File: src/sce_pkg.sv
// ----------------------------------------------------------------------------
// sce_pkg
// Types and constants shared by the seam cumulative energy modules.
// ----------------------------------------------------------------------------
`default_nettype none

package sce_pkg;

    // Field widths.
    localparam int ENERGY_W    = 16;
    localparam int CUM_W       = 32;
    localparam int STEP_W      = 2;
    localparam int CFG_W       = 11;
    localparam int IN_TDATA_W  = 16;
    localparam int OUT_TDATA_W = 40;
    localparam int OUT_PAD_W   = OUT_TDATA_W - CUM_W - STEP_W;

    // Smallest row width that the block runs with.
    localparam int MIN_WIDTH = 8;

    // Row width after reset.
    localparam logic [CFG_W-1:0] WIDTH_RESET = 11'd1024;

    // Predecessor step codes.
    typedef enum logic [STEP_W-1:0] {
        STEP_CENTRE = 2'd0,
        STEP_LEFT   = 2'd1,
        STEP_RIGHT  = 2'd2
    } step_t;

    // Position flags of one pixel within its frame and row.
    typedef struct packed {
        logic first_row;
        logic last;
        logic col_zero;
    } pos_flags_t;

endpackage

`default_nettype wire

File: src/sce_col_track.sv
// ----------------------------------------------------------------------------
// sce_col_track
// Column and first-row tracking for the incoming pixel stream.
// ----------------------------------------------------------------------------
`default_nettype none

module sce_col_track #(
    parameter int MAX_WIDTH = 1024
) (
    input  wire logic                           clk,
    input  wire logic                           rst_n,
    input  wire logic [sce_pkg::CFG_W-1:0]      width,
    input  wire logic                           advance,
    input  wire logic                           frame_start,
    output logic      [$clog2(MAX_WIDTH)-1:0]   col,
    output sce_pkg::pos_flags_t                 flags
);

    localparam int COL_W = $clog2(MAX_WIDTH);
    localparam int CNT_W = $clog2(MAX_WIDTH + 1);
    localparam int EW    = (CNT_W > sce_pkg::CFG_W) ? CNT_W : sce_pkg::CFG_W;

    logic [COL_W-1:0] col_reg;
    logic [COL_W-1:0] col_next;
    logic             first_reg;
    logic             first_next;
    logic [EW-1:0]    width_ext;
    logic [EW-1:0]    width_eff;
    logic [EW-1:0]    col_plus_one;
    logic             first_cur;
    logic             last_cur;

    // Clamp the configured width to the supported range.
    always_comb
    begin
        width_ext = EW'(width);
        priority if (width_ext < EW'(sce_pkg::MIN_WIDTH))
        begin
            width_eff = EW'(sce_pkg::MIN_WIDTH);
        end
        else if (width_ext > EW'(MAX_WIDTH))
        begin
            width_eff = EW'(MAX_WIDTH);
        end
        else
        begin
            width_eff = width_ext;
        end
    end

    // Position of the pixel now offered; a frame start restarts the count.
    always_comb
    begin
        col          = frame_start ? '0 : col_reg;
        first_cur    = frame_start | first_reg;
        col_plus_one = EW'(col) + EW'(1);
        last_cur     = (col_plus_one >= width_eff);
        col_next     = last_cur ? '0 : col_plus_one[COL_W-1:0];
        first_next   = last_cur ? 1'b0 : first_cur;

        flags.first_row = first_cur;
        flags.last      = last_cur;
        flags.col_zero  = (col == '0);
    end

    // Counter state moves on each accepted pixel.
    always_ff @(posedge clk or negedge rst_n)
    begin
        if (!rst_n)
        begin
            col_reg   <= '0;
            first_reg <= 1'b1;
        end
        else if (advance)
        begin
            col_reg   <= col_next;
            first_reg <= first_next;
        end
    end

endmodule

`default_nettype wire

File: config.mk
export PLATFORM = sky130hd
export DESIGN_NAME = sce_col_track
export DESIGN_NICKNAME = d
export VERILOG_FILES = /design/src/sce_pkg.sv /design/src/sce_col_track.sv
export SDC_FILE = /design/constraint.sdc
export NUM_CORES = 1
export LEC_CHECK = 0
export BUFFER_PORTS_ARGS = -buffer_cell sky130_fd_sc_hd__buf_2
export CORE_MARGIN = 2
export CORE_UTILIZATION = 49
export DETAILED_ROUTE_END_ITERATION = 8
export PLACE_DENSITY_LB_ADDON = 0.2
export SLEW_MARGIN = 0
export SYNTH_ARGS = -nofsm -noshare
export SYNTH_HDL_FRONTEND = slang
export SYNTH_SLANG_ARGS = --single-unit
File: constraint.sdc
create_clock -name clk -period 3.12 [get_ports clk]
set_input_delay 0.312 -clock clk [delete_from_list [all_inputs] [get_ports clk]]
set_output_delay 0.312 -clock clk [all_outputs]
set_load 0.03 [all_outputs]
# ---- Yosys cells after proc, flatten, opt, wreduce, memory -nomap -nowiden
# Cells that the tools add are included.
dict set report word_totals {
  regBits 11
  in_bits 15
  output_inout_bits 13
  word_cells 13
}
dict set report op_classes {
  add_sub_neg 1
  magnitude_cmp 3
  muxes 5
  bitwise 1
  n_reduce_logical 1
}
# cell n
set ops {}
lappend ops {{$mux 11} 2}
lappend ops {{$mux 10} 2}
lappend ops {{$add 10x1->11 const B} 1}
lappend ops {{$ge 11x11->1} 1}
lappend ops {{$gt 11x11->1 const B} 1}
lappend ops {{$lt 11x4->1 const B} 1}
lappend ops {{$logic_not 10->1} 1}
lappend ops {{$mux 1} 1}
lappend ops {{$or 1x1->1} 1}

# ---- Logic depth before layout (Yosys ltp)
dict set report depth {
  depth_word 5
  depth_mapped 14
  ltp_nobuf 12
}

# ---- Worst setup path after synthesis
# Ideal clock, no wire load.
dict set report synth_timing {
  path_kind {input to output}
  start {in frame_start}
  end {out flags[1] in the netlist's numbering}
  arrival_time_ns 2.773
  required_ns 2.808
  slack_ns 0.035
  stages 13
  path_buffers 3
  cell_sequence {buf_2 -> nor2b_1 -> ha_1 -> nand4_1 -> nor2_1 -> xor2_1 -> ha_1 -> a21oi_1 -> o21ai_1 -> a31oi_1 -> nand2_1 -> buf_2 -> buf_4}
}
dict set report synth_between {
  elab_chain_cells 3
}
# element line
set synth_lines {}
lappend synth_lines {{start: declaration} sce_col_track.sv:14} ;# input wire logic frame_start,
lappend synth_lines {{$mux 10} sce_col_track.sv:54} ;# col = frame_start ? '0 : col_reg;
lappend synth_lines {{net col[1]} sce_col_track.sv:15} ;# output logic [$clog2(MAX_WIDTH)-1:0] col,
lappend synth_lines {{$add 10x1->11} sce_col_track.sv:56} ;# col_plus_one = EW'(col) + EW'(1);
lappend synth_lines {{$ge 11x11->1} sce_col_track.sv:57} ;# last_cur = (col_plus_one >= width_eff);
lappend synth_lines {{end: declaration} sce_col_track.sv:16} ;# output sce_pkg::pos_flags_t flags
# The timed path passes the listed nets, and every way through them passes these cells.

==> results.yml <==
cells_and_area:
  num-nets-final: 185
  syn2layout_area_growth_pct: 18.1
  largest_reg_flops: 10
  drive_gt1_share_pct: 27.6
  ff_latch_area_um2: 277
  insertedDiodeCount: 0
  multi_input_area_um2: 736
  n_fill_cell: 173
  fin_cells: 183
  final_core_util_pct: 62.7
drt:
  finalWirelength_um: 2440
  wl_per_cell_um: 13.3
  drt_iter0_drc: 15
  vias: 999
  viasPerCell: 5.46
  first_pass_iters: 4
  route.detailed.drc: 0
  ant_nets: 0
synth:
  synthesis.area_um2: 1060
  yosysSeqAreaShare_pct: 26.0
  synthCells: 127
  synth_seq_cells: 11
  synth_cell_types: 37
  syn_area_per_cell_um2: 8.36
  yosys_warnings: 0
  synth.net_count: 155
sta:
  tightest_slew_ps: 316
  finalCritPeriodShare_pct: 93.5
  final.setup.tns_ps: 0
  hold_viol_final: 0
  maxSlewViolCount: 0
  period_minus_slack_ps: 2920
  finalSetupViolations: 0
  relSlewSlack_pct: 78.9
  final.setup_skew_ps: 0.377
  rsz0062_at_grt: "false"
  fmax_mhz: 343
  holdWs_ps: 400
worst_hold_path:
  hold_path_class: "in -> reg"
global_route:
  grt_pass1_wl_um: 3800
  overflow: 0
  track_usage_pct: 19.5
  antenna_found_initial: 0
  grt_pass1_vias: 899
  grt_max_degree: 16
floorplanning:
  die_h_um: 50.6
  die_w_um: 50.6
  initial_core_util_pct: 53.1
  coreArea_um2: 2000
  placementRows: 16
  num_io_pins: 28
  fp.dieArea_um2: 2560
pwr:
  power.density_nw_per_um2: 288
  ir_drop_mv: 0.297
  power.leakage_nw: 0.670
  power_mw: 0.361
clocking:
  clk_pin_slew_ps: 70
  cts.path.max_buffers: 2
  cts_buffers: 3
  clockRootBuffer: "clkbuf_4"
  htreeDepth: 1
  cts.sinks: 11
  clock_latency_ps: 270
  cts_tree: "yes"
critical_path:
  worstSetupStartpointType: "flop"
  end_kind: "output pin"
  cp_slowest_stage_delay_ps: 400
  crit_type: "reg -> out"
  cp.arrival_ps: 2600
  crit_slowest_cell: "dfrtp_1"
  required_ps: 2810
  worst-path-max-fanout: 4
  crit_chain: "nand2b_1 > inv_1 > ha_1 > nand4_1 > nor2_1 > xor2_1 > ha_1 > a21oi_1 > o21ai_1 > a31oi_1 > nand2_1 > buf_2"
  cp_common_cell: "ha_1"
placement:
  gp_congestion: 0.858
  hpwl_um: 1990
  portBuffers: 27
  place_inst: 177
flow_run:
  maxCapViolations: 0
outcome:
  outcome: "complete, no violations"
-- worst max-delay path, delay by kind of cell (launching register included) --
family,cells,cell delay (ps)
fa+ha+maj,2,500
xor+xnor,1,220
simple gates,4,500
compound gates,3,410
flops,1,400
buf+inv,2,310
-- routing by layer --
metal	track usage (%)	share of wire (%)	vias to the layer above	wire [µm]
met2	34.9	50	28	1230
met3	5.95	5.2	2	126
met1	24.0	44	471	1070
met5	0	0	-	0
li1	-	-	498	-
met4	1.35	0.33	0	8
-- cell type report --
class                   count  share of cell area (%)
repair buffers             30                    12.8
inverters                   6                    1.79
well taps                  27                    2.69
clock buffers               4                    2.09
multi-input cells         105                    58.6
flip-flops and latches     11                    22.0
-- logic make-up after synthesis --
group           after synthesis  synth area share [%]
simple gates                 62                  31.9
fa+ha+maj                    13                  15.3
compound gates               22                  14.5
flops                        11                  26.0
buf+inv                      11                  4.95
xor+xnor                      8                  7.30
-- power breakdown --
part | switching [mW] | internal (mW) | total, mW
sequential | 0.00797 | 0.151 | 0.159
combinational | 0.0656 | 0.0394 | 0.105
clock | 0.0479 | 0.0495 | 0.0973
total | 0.121 | 0.240 | 0.361
-- per-stage QoR --
stage               worst slack, ps  cell area (µm²)
floorplan                      35.3             1060
global placement                384             1210
detailed placement              306             1210
CTS                            99.9             1240
global route                   21.4             1250
finish                          204             1250
-- final timing paths --
kind,from,cells after the start,to,slack [ps]
worst min-delay path,advance,2,first_reg,400
min in group asynchronous,rst_n,2,col_reg[6],440
worst min register to register,first_reg,2,first_reg,530
max in group asynchronous,rst_n,2,first_reg,2410
worst max register to register,col_reg[0],13,col_reg[2],540
worst max-delay path,col_reg[0],12,flags[1],200
-- repair_timing --
item                       4_1_cts  5_1_grt
hold buffers                     1        0
hold endpoints to repair        10        0
buffers inserted                 0        1
setup endpoints to repair        0        1
gates resized for setup          0        1
-- layout by cell type, fill, tap and decap left out, types with 4 or more instances in the layout --
cell	n
a21oi_1	7
xor2_1	5
dfrtp_1	10
nand2_1	27
o2bb2ai_1	7
inv_1	4
nor2_1	8
nor2b_1	5
buf_2	27
ha_1	13
-- Yosys cell counts --
cell / number / area share, %
nor4_2: 1 / 1.2
and3_1: 3 / 1.8
nand3_1: 2 / 0.94
buf_2: 3 / 1.4
xor2_1: 5 / 4.1
o2bb2ai_2: 1 / 1.4
dfstp_2: 1 / 2.5
nor2b_1: 6 / 3.5
nor4_4: 1 / 2.0
o21ai_0: 1 / 0.47
inv_1: 4 / 1.4
a41o_1: 1 / 0.94
nor2_1: 8 / 2.8
or2_2: 1 / 0.59
a21oi_1: 7 / 3.3
dfrtp_1: 10 / 24
and2_1: 1 / 0.59
nor2b_2: 1 / 0.82
o22ai_1: 1 / 0.59
a31oi_1: 1 / 0.59
nand4b_1: 1 / 0.82
nand2b_1: 2 / 1.2
xor2_2: 1 / 1.5
buf_4: 2 / 1.4
xnor2_1: 2 / 1.6
clkinv_1: 1 / 0.35
ha_1: 13 / 15
nand2_1: 27 / 9.5
nor3_1: 1 / 0.47
o21ai_1: 3 / 1.4
nor4_1: 2 / 1.2
and2b_1: 2 / 1.4
or4_4: 1 / 1.1
o2bb2ai_1: 7 / 5.8
nand4b_2: 1 / 1.4
inv_2: 1 / 0.35
nand4_1: 1 / 0.59
Note: power is estimated with default switching activity, not from simulation.
