$ cat config.mk
export PLATFORM = sky130hd
export DESIGN_NAME = sce_datapath
export DESIGN_NICKNAME = d
export VERILOG_FILES = /design/src/sce_pkg.sv /design/src/sce_datapath.sv
export SDC_FILE = /design/constraint.sdc
export NUM_CORES = 1
export LEC_CHECK = 0
export ABC_AREA = 1
export BUFFER_PORTS_ARGS = -buffer_cell sky130_fd_sc_hd__clkbuf_2
export CORE_MARGIN = 10
export CORE_UTILIZATION = 39
export CTS_CLUSTER_DIAMETER = 80
export CTS_CLUSTER_SIZE = 8
export DETAILED_ROUTE_END_ITERATION = 10
export GPL_TIMING_DRIVEN = 0
export MAX_ROUTING_LAYER = met4
export PLACE_DENSITY = 0.64
export SLEW_MARGIN = 20
export SYNTH_ARGS = -nofsm -noshare
export SYNTH_HDL_FRONTEND = slang
export SYNTH_SLANG_ARGS = --single-unit
$ cat constraint.sdc
create_clock -name clk -period 8.3 [get_ports clk]
set_input_delay 1.245 -clock clk [delete_from_list [all_inputs] [get_ports clk]]
set_output_delay 1.245 -clock clk [all_outputs]
set_load 0.005 [all_outputs]
$ cat src/sce_pkg.sv
// ----------------------------------------------------------------------------
// sce_pkg
// Types and constants shared by the seam cumulative energy modules.
// ----------------------------------------------------------------------------
`default_nettype none

package sce_pkg;

    // Field widths.
    localparam int ENERGY_W    = 16;
    localparam int CUM_W       = 32;
    localparam int STEP_W      = 2;
    localparam int CFG_W       = 11;
    localparam int IN_TDATA_W  = 16;
    localparam int OUT_TDATA_W = 40;
    localparam int OUT_PAD_W   = OUT_TDATA_W - CUM_W - STEP_W;

    // Smallest row width that the block runs with.
    localparam int MIN_WIDTH = 8;

    // Row width after reset.
    localparam logic [CFG_W-1:0] WIDTH_RESET = 11'd1024;

    // Predecessor step codes.
    typedef enum logic [STEP_W-1:0] {
        STEP_CENTRE = 2'd0,
        STEP_LEFT   = 2'd1,
        STEP_RIGHT  = 2'd2
    } step_t;

    // Position flags of one pixel within its frame and row.
    typedef struct packed {
        logic first_row;
        logic last;
        logic col_zero;
    } pos_flags_t;

endpackage

`default_nettype wire

$ cat src/sce_datapath.sv
// ----------------------------------------------------------------------------
// sce_datapath
// Minimum selection and saturating sum pipeline with stall control.
// ----------------------------------------------------------------------------
`default_nettype none

module sce_datapath #(
    parameter int MAX_WIDTH = 1024
) (
    input  wire logic                             clk,
    input  wire logic                             rst_n,
    // Pixel entering the first stage.
    input  wire logic                             in_valid,
    output logic                                  in_ready,
    input  wire logic [sce_pkg::ENERGY_W-1:0]     energy,
    input  wire logic [$clog2(MAX_WIDTH)-1:0]     col,
    input  wire sce_pkg::pos_flags_t              flags,
    // Row-above values read for the pixel in the first stage.
    input  wire logic [sce_pkg::CUM_W-1:0]        above,
    input  wire logic [sce_pkg::CUM_W-1:0]        right,
    // Line buffer write-back.
    output logic                                  wr_en,
    output logic      [$clog2(MAX_WIDTH)-1:0]     wr_addr,
    output logic      [sce_pkg::CUM_W-1:0]        wr_data,
    // Result.
    output logic                                  out_valid,
    input  wire logic                             out_ready,
    output logic      [sce_pkg::CUM_W-1:0]        cum,
    output sce_pkg::step_t                        step,
    output logic                                  row_end
);

    localparam int COL_W = $clog2(MAX_WIDTH);

    // Stage 1: input registers, line buffer data alongside.
    logic                            s1_valid_reg;
    logic [sce_pkg::ENERGY_W-1:0]    s1_energy_reg;
    logic [COL_W-1:0]                s1_col_reg;
    sce_pkg::pos_flags_t             s1_flags_reg;
    logic [sce_pkg::CUM_W-1:0]       held_left_reg;

    // Stage 2: centre against left.
    logic                            s2_valid_reg;
    logic [sce_pkg::ENERGY_W-1:0]    s2_energy_reg;
    logic [COL_W-1:0]                s2_col_reg;
    logic                            s2_first_reg;
    logic                            s2_last_reg;
    logic [sce_pkg::CUM_W-1:0]       s2_best_reg;
    sce_pkg::step_t                  s2_step_reg;
    logic [sce_pkg::CUM_W-1:0]       s2_right_reg;

    // Stage 3: against right.
    logic                            s3_valid_reg;
    logic [sce_pkg::ENERGY_W-1:0]    s3_energy_reg;
    logic [COL_W-1:0]                s3_col_reg;
    logic                            s3_first_reg;
    logic                            s3_last_reg;
    logic [sce_pkg::CUM_W-1:0]       s3_best_reg;
    sce_pkg::step_t                  s3_step_reg;

    // Output register.
    logic                            out_valid_reg;
    logic [sce_pkg::CUM_W-1:0]       out_cum_reg;
    sce_pkg::step_t                  out_step_reg;
    logic                            out_last_reg;

    // Stage control.
    logic rdy1, rdy2, rdy3, rdy_out;
    logic acc, adv1, adv2, adv3;

    // Combinational stage results.
    logic                            take_left;
    logic [sce_pkg::CUM_W-1:0]       s2_best_next;
    sce_pkg::step_t                  s2_step_next;
    logic                            take_right;
    logic [sce_pkg::CUM_W-1:0]       s3_best_next;
    sce_pkg::step_t                  s3_step_next;
    logic [sce_pkg::CUM_W:0]         sum_wide;
    logic [sce_pkg::CUM_W-1:0]       sum_next;
    sce_pkg::step_t                  step_next;

    // A stage takes a new item when it is empty or its item moves on.
    always_comb
    begin
        rdy_out  = !out_valid_reg || out_ready;
        rdy3     = !s3_valid_reg || rdy_out;
        rdy2     = !s2_valid_reg || rdy3;
        rdy1     = !s1_valid_reg || rdy2;
        adv3     = s3_valid_reg && rdy_out;
        adv2     = s2_valid_reg && rdy3;
        adv1     = s1_valid_reg && rdy2;
        acc      = in_valid && rdy1;
        in_ready = rdy1;
    end

    // Centre against left; left only replaces on a strictly smaller value.
    always_comb
    begin
        take_left    = !s1_flags_reg.col_zero && (held_left_reg < above);
        s2_best_next = take_left ? held_left_reg : above;
        s2_step_next = take_left ? sce_pkg::STEP_LEFT : sce_pkg::STEP_CENTRE;
    end

    // Right neighbor, absent on the last pixel of a row.
    always_comb
    begin
        take_right   = !s2_last_reg && (s2_right_reg < s2_best_reg);
        s3_best_next = take_right ? s2_right_reg : s2_best_reg;
        s3_step_next = take_right ? sce_pkg::STEP_RIGHT : s2_step_reg;
    end

    // Saturating sum; the first row passes the energy through.
    always_comb
    begin
        sum_wide = {1'b0, s3_best_reg} + (sce_pkg::CUM_W + 1)'(s3_energy_reg);
        if (s3_first_reg)
        begin
            sum_next  = sce_pkg::CUM_W'(s3_energy_reg);
            step_next = sce_pkg::STEP_CENTRE;
        end
        else
        begin
            sum_next  = sum_wide[sce_pkg::CUM_W] ? '1 : sum_wide[sce_pkg::CUM_W-1:0];
            step_next = s3_step_reg;
        end
    end

    // Line buffer write-back as the item leaves stage 3.
    assign wr_en   = adv3;
    assign wr_addr = s3_col_reg;
    assign wr_data = sum_next;

    // Valid bits and the held left value.
    always_ff @(posedge clk or negedge rst_n)
    begin
        if (!rst_n)
        begin
            s1_valid_reg  <= 1'b0;
            s2_valid_reg  <= 1'b0;
            s3_valid_reg  <= 1'b0;
            out_valid_reg <= 1'b0;
            held_left_reg <= '0;
        end
        else
        begin
            if (rdy1)
            begin
                s1_valid_reg <= in_valid;
            end
            if (rdy2)
            begin
                s2_valid_reg <= s1_valid_reg;
            end
            if (rdy3)
            begin
                s3_valid_reg <= s2_valid_reg;
            end
            if (rdy_out)
            begin
                out_valid_reg <= s3_valid_reg;
            end
            if (adv1)
            begin
                held_left_reg <= above;
            end
        end
    end

    // Payload registers.
    always_ff @(posedge clk)
    begin
        if (acc)
        begin
            s1_energy_reg <= energy;
            s1_col_reg    <= col;
            s1_flags_reg  <= flags;
        end
        if (adv1)
        begin
            s2_energy_reg <= s1_energy_reg;
            s2_col_reg    <= s1_col_reg;
            s2_first_reg  <= s1_flags_reg.first_row;
            s2_last_reg   <= s1_flags_reg.last;
            s2_best_reg   <= s2_best_next;
            s2_step_reg   <= s2_step_next;
            s2_right_reg  <= right;
        end
        if (adv2)
        begin
            s3_energy_reg <= s2_energy_reg;
            s3_col_reg    <= s2_col_reg;
            s3_first_reg  <= s2_first_reg;
            s3_last_reg   <= s2_last_reg;
            s3_best_reg   <= s3_best_next;
            s3_step_reg   <= s3_step_next;
        end
        if (adv3)
        begin
            out_cum_reg  <= sum_next;
            out_step_reg <= step_next;
            out_last_reg <= s3_last_reg;
        end
    end

    assign out_valid = out_valid_reg;
    assign cum       = out_cum_reg;
    assign step      = out_step_reg;
    assign row_end   = out_last_reg;

endmodule

`default_nettype wire

# ---- After elaboration in Yosys (flattened, before gate mapping)
# Cells that the tools add are included.
dict set report word_totals {
  out_inout_bits 80
  register_bits 256
  wordCells 50
}
dict set report classes {
  reduce_logical 16
  muxes 5
  magnitude_cmp 2
  addsub 1
}
# operator count
set op_table {}
lappend op_table {{32-bit two-way mux} 4}
lappend op_table {{32-bit less-than comparator} 2}
lappend op_table {{32-bit by 16-bit adder with 33-bit output} 1}
lappend op_table {{1-bit logical AND} 6}
lappend op_table {{1-bit logical NOT} 6}
lappend op_table {{1-bit logical OR} 4}
lappend op_table {{1-bit two-way mux} 1}

# ---- Logic depth before layout (Yosys ltp)
# Gate-level depths: netlist of the first run.
dict set report depth {
  depth_word 6
  depth_mapped 15
}

# ---- Worst setup path after synthesis of the first run
# OpenSTA, ideal clock, no wires.
dict set report synth_timing {
  kind {input -> output}
  startpoint {input port out_ready}
  endpoint {output port wr_en}
  path_stages 2
  arrival_ns 2.838
  slack_ns 4.217
  path_cell_list {nor2_1 nor2_1}
}
dict set report synth_via {
  elab_chain_cells 2
}
# element line
set synth_rtl {}
lappend synth_rtl {{start, declared} sce_datapath.sv:27} ;# input wire logic out_ready,
lappend synth_rtl {{1-bit logical OR} sce_datapath.sv:85} ;# rdy_out = !out_valid_reg || out_ready;
lappend synth_rtl {{1-bit logical AND} sce_datapath.sv:89} ;# adv3 = s3_valid_reg && rdy_out;
lappend synth_rtl {{end, declared} sce_datapath.sv:22} ;# output logic wr_en,
# Every way passes these cells.

# ---- Worst setup path in the final report of the first run
dict set report layout_timing {
  startpoint {register s3_best_reg[0] (netlist name)}
  endpoint {output port wr_data[21] (netlist name)}
}
dict set report layout_via {
  elab_chain_cells 3
}
# element line
set layout_rtl {}
lappend layout_rtl {{start, declared} sce_datapath.sv:58} ;# logic [sce_pkg::CUM_W-1:0] s3_best_reg;
lappend layout_rtl {{start signal, assigned} sce_datapath.sv:194} ;# s3_best_reg <= s3_best_next;
lappend layout_rtl {{32-bit by 16-bit adder with 33-bit output} sce_datapath.sv:115} ;# sum_wide = {1'b0, s3_best_reg} + (sce_pkg::CUM_W + 1)'(s3_energy_reg);
lappend layout_rtl {{32-bit two-way mux} sce_datapath.sv:123} ;# sum_next = sum_wide[sce_pkg::CUM_W] ? '1 : sum_wide[sce_pkg::CUM_W-1:0];
lappend layout_rtl {{32-bit two-way mux} sce_datapath.sv:116} ;# if (s3_first_reg)
lappend layout_rtl {{end, declared} sce_datapath.sv:24} ;# output logic [sce_pkg::CUM_W-1:0] wr_data,
# Every way passes these cells.

==> results of run 1 <==
[layer usage]
layer,track usage,vias to the layer above
li1,-,4657
met1,0.1959,4163
met2,0.2573,200
met3,0.03018,48
met4,0.05085,0
met5,-,-
[cell usage in the layout, fill, tap and decap left out, types with 9 or more instances in the layout]
master | netlist | layout
inv_1 | 171 | 169
xnor2_1 | 14 | 14
buf_2 | 16 | 16
ha_1 | 78 | 78
buf_6 | 9 | 9
nand2_2 | 9 | 9
nand3_1 | 102 | 102
dfrtp_1 | 36 | 36
a21oi_1 | 37 | 37
o21ai_0 | 37 | 37
nand3_2 | 15 | 15
edfxtp_1 | 219 | 219
nand4_1 | 13 | 13
clkbuf_16 | 0 | 39
nand2_1 | 388 | 388
nor2_1 | 72 | 70
clkbuf_2 | 0 | 176
clkbuf_1 | 4 | 19
[critical path: stages, from the launching register on]
cell	delay [ps]
edfxtp_1	410
ha_1	230
fa_1	440
nand3_1	120
nand3_2	100
nand2_1	90
nand3_2	80
nand2_2	90
nand2_4	80
nand3_4	80
buf_6	180
nand3_1	120
nand2_1	90
inv_1	50
clkbuf_2	100
[worst max path at each step]
stage / start / slack [ps] / depth (start not counted) / end
6_report: s3_best_reg[0] / 4260 / 14 / wr_data[21]
5_1_grt: s3_best_reg[0] / 4110 / 14 / wr_data[21]
4_1_cts: s3_best_reg[0] / 4220 / 14 / wr_data[27]
3_5_place_dp: out_ready / 4680 / 10 / in_ready
3_3_place_gp: out_ready / 2770 / 4 / wr_en
2_1_floorplan: out_ready / 4220 / 2 / wr_en
[per-stage QoR]
stage,instances,worst slack [ps],power (mW),utilization
2_1_floorplan,1271,4217,2.378,-
3_3_place_gp,1889,2771,2.709,0.4369
3_5_place_dp,1893,4678,2.742,0.4407
4_1_cts,1951,4218,4.157,0.4739
5_1_grt,1952,4107,4.364,0.4739
6_report,1952,4260,4.094,0.4739
[layout make-up]
| type | instances | area, um^2 |
|---|---|---|
| fill | 3105 | 17030 |
| sequential | 255 | 7477 |
| multi-input combinational | 810 | 4379 |
| clock buffer | 54 | 1032 |
| timing repair buffer | 180 | 983.4 |
| inverter | 174 | 658.1 |
| tap | 442 | 553.0 |
| buffer | 32 | 215.2 |
| clock inverter | 4 | 41.29 |
| antenna | 1 | 2.502 |
[kinds of logic (layout without fill, tap and decap cells)]
family,after synthesis,count (layout)
flip-flops,255,255
buffers and inverters,206,444
AO/OA/AOI/OAI,95,95
adder cells (fa/ha/maj),79,79
AND/OR/NAND/NOR,621,621
other,0,1
XOR/XNOR,15,15
[report_power, final]
group	internal (mW)	switching (mW)	total, mW
combinational	0.359	0.584	0.943
sequential	1.65	0.113	1.76
clock	0.857	0.532	1.39
total	2.86	1.23	4.09
==> results.ini, run 1 <==
[yosys]
yosys-top-cells-area=edfxtp_1 52%, nand2_1 11%, ha_1 7.7%, dfrtp_1 7.1%, inv_1 5.1%
yosysWarningCount=0
synth-main-ff-cell=edfxtp_1
synth_edf_count=219
post_synth_xor_area_fraction=0.01034
synth_adder_area_share=0.07836
synth.avg_cell_area_um2=10.00
synth.ff_latch_count=255
synth_simple_gate_area_share=0.2136
syn_area_um2=12710
synth_cells=1271
synth.cells.most_frequent=388 x nand2_1, 219 x edfxtp_1, 171 x inv_1
synth_mux_area_frac=0
netlist-cell-type-count=40
synth.most_common_cell=nand2_1
synth.net_count=1447
synth_compound_gate_area_share=0.04105
synth_async_sr_flop_share=0.1412
synth_seq_area_share=0.5883
synth_top_family_by_area=simple AND/OR/NAND/NOR gates
synth_top_cell_area_share=0.5174
synthDominantAreaCellType=edfxtp_1

[timing]
setup-violations-final=0
max_clock_freq_ghz=0.2475
rsz_0062_raised_after_global_routing=no
hold_ws_ps=404.1
worst_pin_slew_ps=996.0
setup_total_negative_slack_ps=0
relSlewSlack=0.3360
slew_violations=0
report.final.hold_viol_count=0
post-route-min-period_ps=4040
fin_skew_ps=19.67
post-route-period-util=0.4868

[detailed_routing]
detailroute.via_count=9068
route.met2.wl_um=14930
wl_met3_um=1429
detailedRoute.firstIterationViolations=484
drt-vias-per-instance=4.645
detailedRoute.firstPassIterationCount=5
detail_route.wl_per_cell_um=15.89
met1_wirelength_um=13920
finalWirelength_um=31020
drc_errors=0
top_routing_layer_in_use=met4
detail-route-antenna-nets=0

[finish]
finish.net_count=1667
layout.cell_area.non_filler_um2=15340
area_growth_pct=20.71
post_route_cells_drive_above_1_share=0.1968

[placed_design]
routabilityCongestion=0.9073
hpwl_um=24240
place.port_buffers=176
placedInstanceArea_um2=14270

[global_routing]
grt_usage=0.1583
grt-ovfl-total=0
antenna_violations_before_repair=1
global_route_wire_length_before_repair_um=49980
grt_max_degree=63
first_global_vias=9296

[worst_setup_path]
worstPathMaxFanout=10
r2r_depth=13
rr_startpoint=s3_best_reg[0]
worst_setup_path_end_kind=output port
crit_arrival_ps=2800
kind_of_critical_path=reg -> out
setup.reg_to_reg.worst_slack_ps=5880
crit_required_ps=7050
crit_path_start_kind=flip-flop
crit-reg2reg-capture=cum[21]

[pwr]
vdd_ir_drop_max_mv=0.1131
power.density_cell_area_nw_per_um2=266.8
total_leakage_power_nw=7.322

[min_path]
worstHoldStart=s2_energy_reg[9]
hold_path_depth=0
timing.hold.worst_endpoint=s3_energy_reg[9]
hold_path_class=reg -> reg

[floorplan]
design.portCount=177
die_w_um=200.5
core_area_um2=32370
floorplan.initialDensity=0.3926
die_h_um=200.5
std_cell_rows=66
die_area_um2=40210

[clock_network]
cts_max_path_buffers=3
cts.reportedPaths.clkPinSlew_ps=50
clk_latency_ps=520
tritoncts_num_sinks=255
cts_post_setup_buffers_inserted=0
total_cts_buffers=38
post_cts_hold_buffer_count=0
tritoncts=yes
root_buffer=clkbuf_16
cts-resized-gates=0
htree_levels=2

[run]
maxCapViolations=0

[run_status]
status=completed

Power figures use the tool's default switching activity.
==> run 2, diff against run 1 <==
--- a/config.mk
+++ b/config.mk
@@ -14,7 +14,7 @@
 export DETAILED_ROUTE_END_ITERATION = 10
 export GPL_TIMING_DRIVEN = 0
 export MAX_ROUTING_LAYER = met4
-export PLACE_DENSITY = 0.64
+export PLACE_DENSITY = 0.66
 export SLEW_MARGIN = 20
 export SYNTH_ARGS = -nofsm -noshare
 export SYNTH_HDL_FRONTEND = slang
==> constraint.sdc (replaced) <==
create_clock -name clk -period 3.25 [get_ports clk]
set_input_delay 0.4875 -clock clk [delete_from_list [all_inputs] [get_ports clk]]
set_output_delay 0.4875 -clock clk [all_outputs]
set_load 0.005 [all_outputs]
==> results.ini, run 2 (synthesis gave the netlist of run 1 again) <==
[placed_design]
pre_cts_slack_ps=476.3
place.port_buffers=176
hpwl_um=24340
placedCellCount=1893
routabilityCongestion=0.9032

[timing]
post-route-period-util=0.9709
slew_violations=0
fin_skew_ps=18.03
relSlewSlack=0.3474
post-route-min-period_ps=3155
postLayoutSetupSlackWorst_ps=94.62
report.final.hold_viol_count=0
worst_pin_slew_ps=978.9
max_clock_freq_ghz=0.3169
setup-violations-final=0
rsz_0062_raised_after_global_routing=yes

[detailed_routing]
drt-vias-per-instance=4.724
finalWirelength_um=31540
detailroute.via_count=9254
detailedRoute.firstIterationViolations=575
detail-route-antenna-nets=0
detailedRoute.firstPassIterationCount=5
drc_errors=0
detail_route.wl_per_cell_um=16.10

[global_routing]
antenna_violations_before_repair=1
grt_usage=0.1558
grt_max_degree=53
grt-ovfl-total=0
global_route_wire_length_before_repair_um=49300
first_global_vias=9241

[floorplan]
die_area_um2=40210
die_h_um=200.5
design.portCount=177
floorplan.initialDensity=0.3926
std_cell_rows=66
die_w_um=200.5
core_area_um2=32370

[pwr]
share_clk_of_total_power=0.334
total_leakage_power_nw=7.385
share_comb_of_total_power=0.239
power_mw=10.56
power.density_cell_area_nw_per_um2=678.8
power.share.sequential=0.427
switching_share=0.3018
vdd_ir_drop_max_mv=0.3518
power.internal_mw=7.373
power.switching_mw=3.187

[finish]
layout.cells.most_common=nand2_1
fin_cells=1959
area_growth_pct=22.41
finish.net_count=1674
layout.cells.most_common_list=385 x nand2_1, 219 x edfxtp_1, 175 x clkbuf_2
post_route_cells_drive_above_1_share=0.2137
post-route-util=0.4806

[clock_network]
htree_levels=2
tritoncts_num_sinks=255
cts_max_path_buffers=3
total_cts_buffers=38
cts.reportedPaths.clkPinSlew_ps=50
tritoncts=yes
clk_latency_ps=510
root_buffer=clkbuf_16
post_cts_hold_buffer_count=0

[run]
maxCapViolations=0

[worst_setup_path]
cp_cell_sequence=ha_2 -> nand2_2 -> inv_2 -> nand2_2 -> nor3_2 -> nand2_4 -> nand2_4 -> nand3_4 -> buf_6 -> a31oi_1 -> clkbuf_2
crit-reg2reg-capture=s3_best_reg[10]
worstPathMaxFanout=10
crit_arrival_ps=2670
kind_of_critical_path=reg -> out
worst_setup_path_end_kind=output port
rr_startpoint=s2_right_reg[23]
r2r_depth=9
setup.reg_to_reg.worst_slack_ps=910
cpMaxStageDelayCell=edfxtp_1
largest_stage_delay_on_the_critical_path_ps=450
crit_path_start_kind=flip-flop
crit_required_ps=2760

[min_path]
hold_path_class=in -> async

[run_status]
status=completed

==> run 2: area by class of cell <==
type,instances,area [um^2]
fillers,3086,16810
flip-flops and latches,255,7477
multi-input cells,810,4519
repair buffers,187,1046
clock buffers,54,1032
inverters,174,658.1
well taps,442,553.0
plain buffers,32,227.7
clock inverters,4,41.29
diodes,1,2.502
==> run 2: worst max-delay path, delay by kind of cell, from the launching register on <==
kind / cells / cell delay, ps
buffers and inverters: 3 / 430
adders and majority gates: 1 / 420
DFF: 1 / 450
AOI/OAI and AO/OA: 1 / 250
and+or+nand+nor: 6 / 600
==> run 2: metrics by stage <==
stage / area (um^2) / hold WS (ps) / setup TNS (ps)
global route: 15560 / 131.6 / -44.00
floorplan: 12710 / 191.9 / 0
CTS: 15340 / 128.2 / 0
finish: 15560 / 129.8 / 0
detailed placement: 14260 / 404.5 / 0
global placement: 14140 / 400.1 / -113780
==> run 2: metal layers <==
metal	vias to the layer above	global-route usage	share of wire
li1	4674	-	-
met1	4270	0.1935	0.45
met2	254	0.2544	0.48
met3	56	0.02840	0.050
met4	0	0.04788	0.024
met5	-	-	0
==> run 2: timing repair <==
item	CTS	global route
gates cloned	0	1
pin swaps	0	4
buffers inserted	0	6
resized for setup	3	27
setup endpoints to repair	18	29
==> run 2: how the worst max path moves through the flow <==
stage                                  end  depth (start not counted)  slack (ps)         startpoint
after detailed placement       wr_data[27]                         14         480     s3_best_reg[0]
after CTS                      wr_data[27]                         14           1     s3_best_reg[0]
after global placement    held_left_reg[0]                         10        -900          out_ready
after floorplan             s2_best_reg[0]                          8          60          out_ready
final                           wr_data[3]                         11          90  s3_energy_reg[15]
after global routing            wr_data[4]                         11         -20  s3_energy_reg[12]
==> run 2: power groups by stage <==
stage / clock [mW] / sequential, mW / combinational (mW)
5_1_grt: 3.78 / 4.56 / 2.88
3_5_place_dp: 0 / 4.56 / 2.44
2_1_floorplan: 0 / 4.47 / 1.60
3_3_place_gp: 0 / 4.57 / 2.35
4_1_cts: 3.64 / 4.50 / 2.46
6_report: 3.53 / 4.51 / 2.52
==> run 3, diff against run 2 <==
==> constraint.sdc (replaced) <==
create_clock -name clk -period 2.7 [get_ports clk]
set_input_delay 0.405 -clock clk [delete_from_list [all_inputs] [get_ports clk]]
set_output_delay 0.405 -clock clk [all_outputs]
set_load 0.005 [all_outputs]
==> results.ini, run 3 (synthesis gave the netlist of run 1 again) <==
[worst_setup_path]
rr_startpoint=out_valid
kind_of_critical_path=reg -> out
crit_required_ps=2300
crit_arrival_ps=2600
worstPathMaxFanout=10
cp-startpoint=s3_energy_reg[13]
crit_path_start_kind=flip-flop
worst_setup_path_end_kind=output port

[run]
maxCapViolations=0

[detailed_routing]
detailroute.via_count=9332
drc_errors=0
detail_route.wl_per_cell_um=16.12
detailedRoute.firstIterationViolations=514
detail-route-antenna-nets=0
finalWirelength_um=31860
drt-vias-per-instance=4.723
detailedRoute.firstPassIterationCount=5

[global_routing]
global_route_wire_length_before_repair_um=50210
grt-ovfl-total=0
grt_max_degree=63
antenna_violations_before_repair=1
first_global_vias=9641
grt_usage=0.1583

[floorplan]
design.portCount=177
floorplan.initialDensity=0.3926
die_h_um=200.5
core_area_um2=32370
die_w_um=200.5
std_cell_rows=66
die_area_um2=40210

[clock_network]
cts_max_path_buffers=3
total_cts_buffers=37
root_buffer=clkbuf_16
post_cts_hold_buffer_count=0
tritoncts_num_sinks=255
clk_latency_ps=510
cts.reportedPaths.clkPinSlew_ps=50
htree_levels=2
tritoncts=yes

[timing]
slew_violations=0
report.final.hold_viol_count=0
fin_skew_ps=17.61
relSlewSlack=0.3471
worst_pin_slew_ps=979.4
rsz_0062_raised_after_global_routing=yes
post-route-period-util=1.111
post-route-min-period_ps=3000
setup-violations-final=32
max_clock_freq_ghz=0.3333
postLayoutSetupSlackWorst_ps=-300.0

[finish]
finish.net_count=1692
post_route_cells_drive_above_1_share=0.2707
post-route-util=0.4986
area_growth_pct=26.98
layout.cell_area.non_filler_um2=16140
layout.cells.most_common=nand2_1
layout.cells.most_common_list=342 x nand2_1, 219 x edfxtp_1, 166 x clkbuf_2

[placed_design]
pre_cts_slack_ps=-4.310
routabilityCongestion=0.9137
placedInstanceArea_um2=14290
place.port_buffers=176
hpwl_um=24180

[pwr]
vdd_ir_drop_max_mv=0.4229
power.density_cell_area_nw_per_um2=809.8
total_leakage_power_nw=7.513

[min_path]
hold_path_class=in -> async

[run_status]
violations_in_the_final_reports=setup timing
status=finished, violations left

## run 3: cell count changes in the layout (fill, tap and decap cells not counted), sizes merged
cell and change:
clkbuf -10, clkinv -1, buf +29, clkinvlp +1
inv -2
## run 3: what timing repair did
item	in CTS	in global routing
setup endpoints to repair	32	32
endpoints found under the hold margin	0	0
buffers inserted	13	10
pin swaps	20	18
gates cloned	2	0
resized for setup	75	64
## run 3: final cells by class
type                       instances  area, um^2
fill                            2986       16230
sequential                       255        7477
clock inverter                     2       36.28
timing repair buffer             206        1272
buffer                            32       236.5
antenna                            1       2.502
clock buffer                      54        1011
tap                              442       553.0
inverter                         174       659.4
multi-input combinational        810        4891
## run 3: critical path: stages (launching register included)
cell	delay, ps
edfxtp_1	460
ha_4	330
nand2_1	50
nand2_1	90
inv_1	90
o21ai_4	170
nor2_2	80
nand2_4	120
nand3_4	140
buf_12	210
a31oi_2	170
buf_2	170
## run 3: stage by stage
stage | power [mW] | hold WS [ps] | cells | setup TNS (ps)
after floorplan | 7.309 | 109.4 | 1271 | 0
after global routing | 13.87 | 52.96 | 1976 | -12330
final | 13.07 | 48.62 | 1976 | -8136
after CTS | 12.95 | 48.37 | 1965 | -9884
after detailed placement | 8.435 | 404.5 | 1894 | -4.310
after global placement | 8.328 | 400.8 | 1889 | -151990
## run 3: power breakdown
group / total (mW) / switching [mW] / internal (mW)
Sequential: 5.44 / 0.370 / 5.07
Combinational: 3.45 / 2.02 / 1.43
Clock: 4.18 / 1.60 / 2.57
## run 3: path summary, 6_finish.rpt
path,to,slack (ps),cells after the start
worst max-delay path,wr_data[5],-300,11
worst min-delay path,held_left_reg[5],50,1
worst max register to register,s2_col_reg[5],240,11
worst min register to register,s3_energy_reg[13],400,0
max in group asynchronous,held_left_reg[16],2030,1
min in group clk,s1_col_reg[8],70,1
## run 3: per-layer routing
layer	part of all wire	vias up	routed length [um]	track usage
met5	0	-	0	-
met4	0.026	0	841	0.05112
met3	0.045	59	1430	0.02969
met2	0.48	223	15350	0.2578
met1	0.45	4333	14240	0.1957
li1	-	4717	-	-
